## config.mk

```make
export PLATFORM = sky130hd
export DESIGN_NAME = multi_zone_idle_power_manager_unit
export DESIGN_NICKNAME = d
export VERILOG_FILES = /design/src/design/mzipm_pkg.sv /design/src/design/mzipm_ctrl.sv /design/src/design/mzipm_dp.sv /design/src/design/multi_zone_idle_power_manager_unit.sv
export SDC_FILE = /design/constraint.sdc
export NUM_CORES = 1
export LEC_CHECK = 0
export BUFFER_PORTS_ARGS = -buffer_cell sky130_fd_sc_hd__buf_4
export CORE_UTILIZATION = 64
export DETAILED_ROUTE_END_ITERATION = 7
export PLACE_DENSITY = 0.94
export SLEW_MARGIN = 0
export SYNTH_ARGS = -nofsm -noshare
export SYNTH_HDL_FRONTEND = slang
export SYNTH_SLANG_ARGS = --single-unit
```

## constraint.sdc

```tcl
create_clock -name clk -period 21.9 [get_ports clk]
set_clock_uncertainty 0.2 [all_clocks]
set_input_delay 4.38 -clock clk [delete_from_list [all_inputs] [get_ports clk]]
set_output_delay 4.38 -clock clk [all_outputs]
set_load 0.1 [all_outputs]
```

## src/design/mzipm_pkg.sv

```systemverilog
package mzipm_pkg;

  localparam logic CMD_POLL = 1'b0;
  localparam logic CMD_LOAD = 1'b1;

  // Display power mode values carried in power_code.
  localparam logic [2:0] PWR_ON  = 3'd1;
  localparam logic [2:0] PWR_OFF = 3'd4;

  localparam logic [31:0] IDLE_LIMIT_RESET = 32'd600000;

  typedef enum logic [1:0] {
    ST_IDLE,
    ST_HIT,
    ST_CHECK,
    ST_EMIT
  } mzipm_state_t;

  typedef struct packed {
    logic load;
    logic poll;
    logic hit;
    logic check;
    logic emit;
  } mzipm_cmd_t;

  typedef struct packed {
    logic scan_last;
    logic pending;
    logic out_free;
  } mzipm_status_t;

endpackage

```

## src/design/mzipm_ctrl.sv

```systemverilog
module mzipm_ctrl
  import mzipm_pkg::*;
(
  input  logic          clk,
  input  logic          rst,
  input  logic          in_valid,
  input  logic          command,
  input  mzipm_status_t status,
  output mzipm_cmd_t    cmd,
  output logic          in_ready
);

  mzipm_state_t state;
  mzipm_state_t state_next;

  always_ff @(posedge clk) begin
    if (rst) begin
      state <= ST_IDLE;
    end else begin
      state <= state_next;
    end
  end

  always_comb begin
    state_next = state;
    case (state)
      ST_IDLE: begin
        if (in_valid && (command == CMD_POLL)) begin
          state_next = ST_HIT;
        end
      end
      ST_HIT: begin
        state_next = ST_CHECK;
      end
      ST_CHECK: begin
        if (status.scan_last) begin
          state_next = ST_EMIT;
        end
      end
      ST_EMIT: begin
        if (!status.pending) begin
          state_next = ST_IDLE;
        end
      end
      default: begin
        state_next = ST_IDLE;
      end
    endcase
  end

  always_comb begin
    cmd      = '0;
    in_ready = 1'b0;
    case (state)
      ST_IDLE: begin
        in_ready  = 1'b1;
        cmd.load  = in_valid && (command == CMD_LOAD);
        cmd.poll  = in_valid && (command == CMD_POLL);
      end
      ST_HIT: begin
        cmd.hit = 1'b1;
      end
      ST_CHECK: begin
        cmd.check = 1'b1;
      end
      ST_EMIT: begin
        cmd.emit = status.pending && status.out_free;
      end
      default: begin
        cmd = '0;
      end
    endcase
  end

endmodule

```

## src/design/mzipm_dp.sv

```systemverilog
module mzipm_dp
  import mzipm_pkg::*;
#(
  parameter int NUM_ZONES = 4,
  parameter int ZONE_W    = 2
) (
  input  logic               clk,
  input  logic               rst,
  input  mzipm_cmd_t         cmd,
  output mzipm_status_t      status,
  input  logic [ZONE_W-1:0]  zone_index,
  input  logic signed [15:0] bound_left,
  input  logic signed [15:0] bound_top,
  input  logic signed [15:0] bound_right,
  input  logic signed [15:0] bound_bottom,
  input  logic signed [15:0] cursor_x,
  input  logic signed [15:0] cursor_y,
  input  logic [31:0]        now_ms,
  input  logic               cfg_valid,
  input  logic [31:0]        cfg_data,
  output logic               cfg_ready,
  output logic               out_valid,
  input  logic               out_ready,
  output logic [ZONE_W-1:0]  zone_id,
  output logic [2:0]         power_code,
  output logic               last_change
);

  localparam int ZW = (NUM_ZONES > 1) ? $clog2(NUM_ZONES) : 1;
  localparam logic [ZONE_W:0] ZONE_COUNT = (ZONE_W + 1)'(NUM_ZONES);
  localparam logic [ZW-1:0] SCAN_LAST = ZW'(NUM_ZONES - 1);

  logic signed [15:0] zone_left   [NUM_ZONES];
  logic signed [15:0] zone_top    [NUM_ZONES];
  logic signed [15:0] zone_right  [NUM_ZONES];
  logic signed [15:0] zone_bottom [NUM_ZONES];
  logic [31:0]        zone_active_time [NUM_ZONES];
  logic [NUM_ZONES-1:0] zone_valid;
  logic [NUM_ZONES-1:0] zone_powered;

  logic signed [15:0] prev_cursor_x;
  logic signed [15:0] prev_cursor_y;
  logic               cursor_seen;
  logic signed [15:0] cur_x;
  logic signed [15:0] cur_y;
  logic [31:0]        cur_now;
  logic               moved;
  logic [31:0]        idle_limit_ms;

  logic [ZW-1:0]        scan;
  logic [NUM_ZONES-1:0] change_mask;

  logic                 load_in_range;
  logic [ZW-1:0]        load_idx;
  logic [NUM_ZONES-1:0] hit;
  logic [NUM_ZONES-1:0] first_hit;
  logic [31:0]          delta;
  logic                 want_on;
  logic                 changed;
  logic [NUM_ZONES-1:0] emit_sel;
  logic [ZW-1:0]        emit_idx;
  logic                 out_free;

  assign cfg_ready     = 1'b1;
  assign load_in_range = {1'b0, zone_index} < ZONE_COUNT;
  assign load_idx      = zone_index[ZW-1:0];
  assign out_free      = !out_valid || out_ready;

  always_comb begin
    for (int i = 0; i < NUM_ZONES; i++) begin
      hit[i] = zone_valid[i] &&
               (cur_x >= zone_left[i]) && (cur_x < zone_right[i]) &&
               (cur_y >= zone_top[i]) && (cur_y < zone_bottom[i]);
    end
  end

  // Two's complement trick isolates the lowest set bit.
  assign first_hit = hit & (~hit + NUM_ZONES'(1));

  // Elapsed time is taken modulo 2^32, so a wrapped tick still works.
  assign delta   = cur_now - zone_active_time[scan];
  assign want_on = delta < idle_limit_ms;
  assign changed = zone_valid[scan] && (want_on != zone_powered[scan]);

  assign emit_sel = change_mask & (~change_mask + NUM_ZONES'(1));

  always_comb begin
    emit_idx = '0;
    for (int i = 0; i < NUM_ZONES; i++) begin
      if (emit_sel[i]) begin
        emit_idx = emit_idx | ZW'(i);
      end
    end
  end

  assign status.scan_last = (scan == SCAN_LAST);
  assign status.pending   = |change_mask;
  assign status.out_free  = out_free;

  always_ff @(posedge clk) begin
    if (rst) begin
      zone_valid    <= '0;
      zone_powered  <= '0;
      prev_cursor_x <= '0;
      prev_cursor_y <= '0;
      cursor_seen   <= 1'b0;
      change_mask   <= '0;
      out_valid     <= 1'b0;
      idle_limit_ms <= IDLE_LIMIT_RESET;
    end else begin
      if (cfg_valid) begin
        idle_limit_ms <= cfg_data;
      end
      if (cmd.load && load_in_range) begin
        zone_valid[load_idx]   <= 1'b1;
        zone_powered[load_idx] <= 1'b1;
      end
      if (cmd.poll) begin
        prev_cursor_x <= cursor_x;
        prev_cursor_y <= cursor_y;
        cursor_seen   <= 1'b1;
      end
      if (cmd.check && changed) begin
        zone_powered[scan] <= want_on;
        change_mask[scan]  <= 1'b1;
      end
      if (cmd.emit) begin
        change_mask <= change_mask & ~emit_sel;
      end
      if (cmd.emit) begin
        out_valid <= 1'b1;
      end else if (out_ready) begin
        out_valid <= 1'b0;
      end
    end
  end

  always_ff @(posedge clk) begin
    if (cmd.load && load_in_range) begin
      zone_left[load_idx]        <= bound_left;
      zone_top[load_idx]         <= bound_top;
      zone_right[load_idx]       <= bound_right;
      zone_bottom[load_idx]      <= bound_bottom;
      zone_active_time[load_idx] <= now_ms;
    end
    if (cmd.poll) begin
      cur_x   <= cursor_x;
      cur_y   <= cursor_y;
      cur_now <= now_ms;
      moved   <= cursor_seen &&
                 ((cursor_x != prev_cursor_x) || (cursor_y != prev_cursor_y));
      scan    <= '0;
    end
    if (cmd.hit && moved) begin
      for (int i = 0; i < NUM_ZONES; i++) begin
        if (first_hit[i]) begin
          zone_active_time[i] <= cur_now;
        end
      end
    end
    if (cmd.check) begin
      scan <= scan + ZW'(1);
    end
    if (cmd.emit) begin
      zone_id     <= ZONE_W'(emit_idx);
      power_code  <= zone_powered[emit_idx] ? PWR_ON : PWR_OFF;
      last_change <= ((change_mask & ~emit_sel) == '0);
    end
  end

  a_mask_only_valid: assert property (@(posedge clk) disable iff (rst)
    (change_mask & ~zone_valid) == '0)
    else $error("power change pending for a zone that was never loaded");

  a_emit_needs_room: assert property (@(posedge clk) disable iff (rst)
    cmd.emit |-> out_free)
    else $error("result issued while the output register is still occupied");

  a_poll_starts_clean: assert property (@(posedge clk) disable iff (rst)
    cmd.poll |-> (change_mask == '0))
    else $error("poll accepted before the previous changes were all issued");

  a_emit_shows: assert property (@(posedge clk) disable iff (rst)
    cmd.emit |=> out_valid)
    else $error("issued result did not appear on the output");

endmodule

```

## src/design/multi_zone_idle_power_manager_unit.sv

```systemverilog
// Idle power manager for up to NUM_ZONES rectangular display zones. A load
// transfer writes one zone's bounds, turns it on and stamps its activity time;
// it gives no result. A poll transfer hit-tests the cursor against all zones
// at once, then checks the zones one per cycle through a single elapsed-time
// subtract and compare, and then issues one result per power change, the last
// one marked by last_change. A poll occupies the block through its hit, check
// and emit states, and longer while the output transfer is held off. The next
// item can be taken while the final result still waits in the output register.
module multi_zone_idle_power_manager_unit
  import mzipm_pkg::*;
#(
  parameter int NUM_ZONES = 4,
  parameter int ZONE_W    = (NUM_ZONES > 4) ? $clog2(NUM_ZONES) : 2
) (
  input  logic               clk,
  input  logic               rst,
  input  logic               in_valid,
  output logic               in_ready,
  input  logic               command,
  input  logic [ZONE_W-1:0]  zone_index,
  input  logic signed [15:0] bound_left,
  input  logic signed [15:0] bound_top,
  input  logic signed [15:0] bound_right,
  input  logic signed [15:0] bound_bottom,
  input  logic signed [15:0] cursor_x,
  input  logic signed [15:0] cursor_y,
  input  logic [31:0]        now_ms,
  input  logic               cfg_valid,
  output logic               cfg_ready,
  input  logic [31:0]        cfg_data,
  output logic               out_valid,
  input  logic               out_ready,
  output logic [ZONE_W-1:0]  zone_id,
  output logic [2:0]         power_code,
  output logic               last_change
);

  mzipm_cmd_t    cmd;
  mzipm_status_t status;

  mzipm_ctrl u_ctrl (
    .clk      (clk),
    .rst      (rst),
    .in_valid (in_valid),
    .command  (command),
    .status   (status),
    .cmd      (cmd),
    .in_ready (in_ready)
  );

  mzipm_dp #(
    .NUM_ZONES (NUM_ZONES),
    .ZONE_W    (ZONE_W)
  ) u_dp (
    .clk          (clk),
    .rst          (rst),
    .cmd          (cmd),
    .status       (status),
    .zone_index   (zone_index),
    .bound_left   (bound_left),
    .bound_top    (bound_top),
    .bound_right  (bound_right),
    .bound_bottom (bound_bottom),
    .cursor_x     (cursor_x),
    .cursor_y     (cursor_y),
    .now_ms       (now_ms),
    .cfg_valid    (cfg_valid),
    .cfg_data     (cfg_data),
    .cfg_ready    (cfg_ready),
    .out_valid    (out_valid),
    .out_ready    (out_ready),
    .zone_id      (zone_id),
    .power_code   (power_code),
    .last_change  (last_change)
  );

endmodule

```

==> metrics.log <==
[metrics] CTS clk-pin slew, worst paths: 0.07 ns
[metrics] area fraction of the dominant cell type after synthesis: 48.2%
[metrics] vertical extent of the die: 213 um
[metrics] total die area: 0.0452 mm^2
[metrics] cts repair resizes: 0
[metrics] Synth Register Bits: 538
[metrics] Fmax: 142 MHz
[metrics] Max Root-Sink Buffers: 3
[metrics] number of post-CTS setup repair buffers: 0
[metrics] number of different library cells in the post-synthesis netlist: 71
[metrics] number of buffers inserted during clock tree synthesis: 54
[metrics] area delta synth->final: 13.3%
[metrics] commonest cells after routing, fill and taps aside: 456 x edfxtp_1, 342 x inv_1, 319 x ha_1
[metrics] CTS tree: yes
[metrics] Critical Setup Path Class: flip-flop to flip-flop
[metrics] maximum number of pins on one net before global-route repair: slightly below 70
[metrics] max cap viols: 0
[metrics] synthesized area divided by synthesized cell count: 12.4 um^2
[metrics] count of hold buffers inserted by post-cts repair: 0
[metrics] Filler Cell Count: 2409
[metrics] GRT Overall Usage: 34.4%
[metrics] post-synthesis net count: between 2000 and 3000
[metrics] Skew-Pair Late Insertion Delay: 0.63 ns
[metrics] worst slew margin relative to its limit: 16.4%
[metrics] Least-Margin Pin Slew: 1.22 ns
[metrics] post-detailed-placement half-perimeter wirelength: between 50000 and 60000 um
[metrics] global-route track usage on met2: a little under three fifths
[metrics] fin. max-slew vios: 0
[metrics] met1 Usage GRT: 42.9%
[metrics] maximum fanout count along the critical path: 32
[metrics] number of design-rule violations left by the first detailed-router iteration: between 2000 and 3000
[metrics] total power density per cell area: 100 mW/mm^2
[metrics] H-tree levels: 2
[metrics] kind of capture point of the worst setup path: flip-flop
[metrics] count of mapped cells out of synthesis: around 2300
[metrics] global placement routability congestion: 0.908
[metrics] flop2flop setup slack: 14.85 ns
[metrics] quantity of I/O buffers inserted on ports: 174
[metrics] Min-Delay Path Class: flip-flop to flip-flop
[metrics] fraction of final layout cells sized beyond drive strength 1: 17.8%
[metrics] unrepaired setup endpoints after global routing: no
[metrics] minimum period implied by the final worst setup slack: 7.05 ns
[metrics] core region area: 0.0435 mm^2
[metrics] first drt pass iteration count: 8
[metrics] Initial Util: 65.4%
[metrics] placed cell area: 0.0304 mm^2
[metrics] wire length of the first global-routing pass: 116000 um
[metrics] DR DRC count: 3
[metrics] arrival time of data at the critical path endpoint: 7.43 ns
[metrics] clock root buffer: clkbuf_16
[metrics] most area-hungry cell type in the Yosys netlist: edfxtp_1
[metrics] wirelength, routed: 77500 um
[metrics] number of antenna-violating nets in the routed design: 0
[metrics] I/O pin total: 177
[metrics] data required time of the worst path: 22.28 ns
[metrics] Hold Slack: 0.271 ns
[metrics] Tcrit/Tclk final: 32.2%
[metrics] setup violation total in the final timing report: 0
[metrics] maximum vdd ir drop: 0.0000741 V
[metrics] routed wire length per instance: 24.9 um
[metrics] cell row count: 76
[metrics] share of async-settable or async-resettable flops after synthesis: 0%
[metrics] post-route cell area: 0.0322 mm^2
[metrics] met3 layer usage reported by global route: 7.55%
[metrics] type of element launching the critical path: flip-flop
[metrics] Total Negative Setup Slacks: 0 ns
[metrics] antenna violations before repair: 6
[metrics] leading cell type in the layout, fill and taps excluded: edfxtp_1
[metrics] final hold violation count: 0
[metrics] ratio of routed vias to standard cells: 6.53
[metrics] warning count from the yosys run: 0
[metrics] post-synthesis instance area: approximately 0.028 mm^2
[metrics] die boundary width: 213 um
[metrics] Sinks on Clock Net: 538
[metrics] number of enable flip-flop cells after synthesis: approximately 460
[metrics] violations in the final reports: design-rule violations
[metrics] minimum setup slack after placement: between 10 and 15 ns
[metrics] sequential cell area fraction in the yosys report: around 54%
[metrics] utilization after layout: between 70 and 80%
[metrics] total gr overflow: 0
[metrics] leakage power figure: 13.5 nW
[metrics] Final WS setup: 14.85 ns
[metrics] result of the run: finished, violations left
[metrics] GR peak layer: met2
[metrics] synth top area cells: edfxtp_1 48%, ha_1 14%, dfxtp_1 5.8%, inv_1 4.5%, mux2_2 3.8%
[metrics] final-stage net count: 2977
[metrics] via count of the first global-routing pass: 20700
[metrics] most common flop cell mapped by yosys: edfxtp_1
[metrics] via count: 20400
## power by group
group | total [mW] | internal (mW) | switching (mW) | leakage (nW)
clock | 0.958 | 0.543 | 0.415 | 0.873
combinational | 1.02 | 0.425 | 0.594 | 7.86
sequential | 1.26 | 1.19 | 0.0662 | 4.81
total | 3.23 | 2.16 | 1.08 | 13.5
## worst paths after layout
path / startpoint / end / depth (start not counted)
worst max-delay path: flip-flop / u_dp.change_mask[2] / 22
worst min-delay path: u_dp.prev_cursor_x[13] / u_dp.prev_cursor_x[13] / 2
worst max register to register: flip-flop / u_dp.change_mask[2] / 22
worst min register to register: u_dp.prev_cursor_x[13] / u_dp.prev_cursor_x[13] / 2
## state kept, by name, summed over array words and instances, names as in the netlist, 4 cells and up, named ones only
signal	cells
u_dp.prev_cursor_y	16
u_dp.zone_right	64
u_dp.idle_limit_ms	32
u_dp.zone_top	64
u_dp.zone_valid	4
u_dp.cur_x	16
u_dp.zone_active_time	128
u_dp.cur_y	16
u_dp.prev_cursor_x	16
u_dp.zone_bottom	64
u_dp.cur_now	32
u_dp.change_mask	4
u_dp.zone_left	64
u_dp.zone_powered	4
## per-stage QoR
| stage | std cells | power (mW) |
|---|---|---|
| global route | 3118 | 3.36 |
| finish | 3119 | 3.23 |
| global placement | 3018 | 2.16 |
| floorplan | 2288 | 1.94 |
| CTS | 3115 | 3.20 |
| detailed placement | 3018 | 2.23 |
## routing by layer
layer  routed length, um  vias to the layer above
met3                8560                      356
met2               36800                     1499
met4                4310                        4
met5                  19                        -
met1               27800                     9776
li1                    -                     8730
## final cells by class
cell class / instances / area [um^2] / area share (%)
diodes: 4 / 10.0 / 0.0311
clock buffers: 68 / 1490 / 4.62
clock inverters: 29 / 327 / 1.01
inverters: 343 / 1290 / 4.01
multi-input cells: 1364 / 11600 / 36.0
flip-flops and latches: 538 / 15300 / 47.7
well taps: 585 / 732 / 2.27
repair buffers: 188 / 1410 / 4.39
## cells by family after synthesis
kind of cell    Yosys count  share of synthesized area, %
flops                   538                          54.0
xor+xnor                 62                          1.91
compound gates          376                          8.32
mux                     194                          9.34
simple gates            409                          6.88
buf+inv                 386                          5.37
other cells               2                        0.0264
fa+ha+maj               321                          14.2
## Yosys cell counts, types with 7 or more instances
library cell  count
nor3_1           23
a211oi_1         20
or2_2             7
and3_1           12
buf_1            11
mux2_4           30
o21a_1           17
inv_1           342
mux4_2           35
o2111ai_1         9
nand2_1         145
nand2b_1         16
nor2_1           86
mux2_2           96
mux2i_1          31
xor2_1            8
a21oi_1         138
ha_1            319
a31oi_1          11
clkbuf_1         16
nor2b_1          17
a21o_1           49
xnor2_1          54
buf_2            10
edfxtp_1        456
nor4_1           12
dfxtp_1          82
nand3_1          28
o21ai_0          59
nand4_1          41
o211ai_1         19
## critical path: stages (launching register included)
cell       delay (ns)
dfxtp_2          0.31
buf_4            0.51
mux4_2           0.59
inv_1            0.10
ha_1             0.29
and3_1           0.22
o21a_1           0.21
a2111oi_0        0.59
a211oi_1         0.23
o41a_1           0.45
nand4_1          0.17
o2111ai_1        0.16
a21oi_1          0.20
xnor2_1          0.14
ha_1             0.26
a21o_1           0.16
a21o_1           0.17
a21oi_1          0.18
o21ai_1          0.22
nor3_1           0.26
a21oi_1          0.05
a2111oi_0        1.04
a21o_1           0.24
Power figures use the tool's default switching activity.
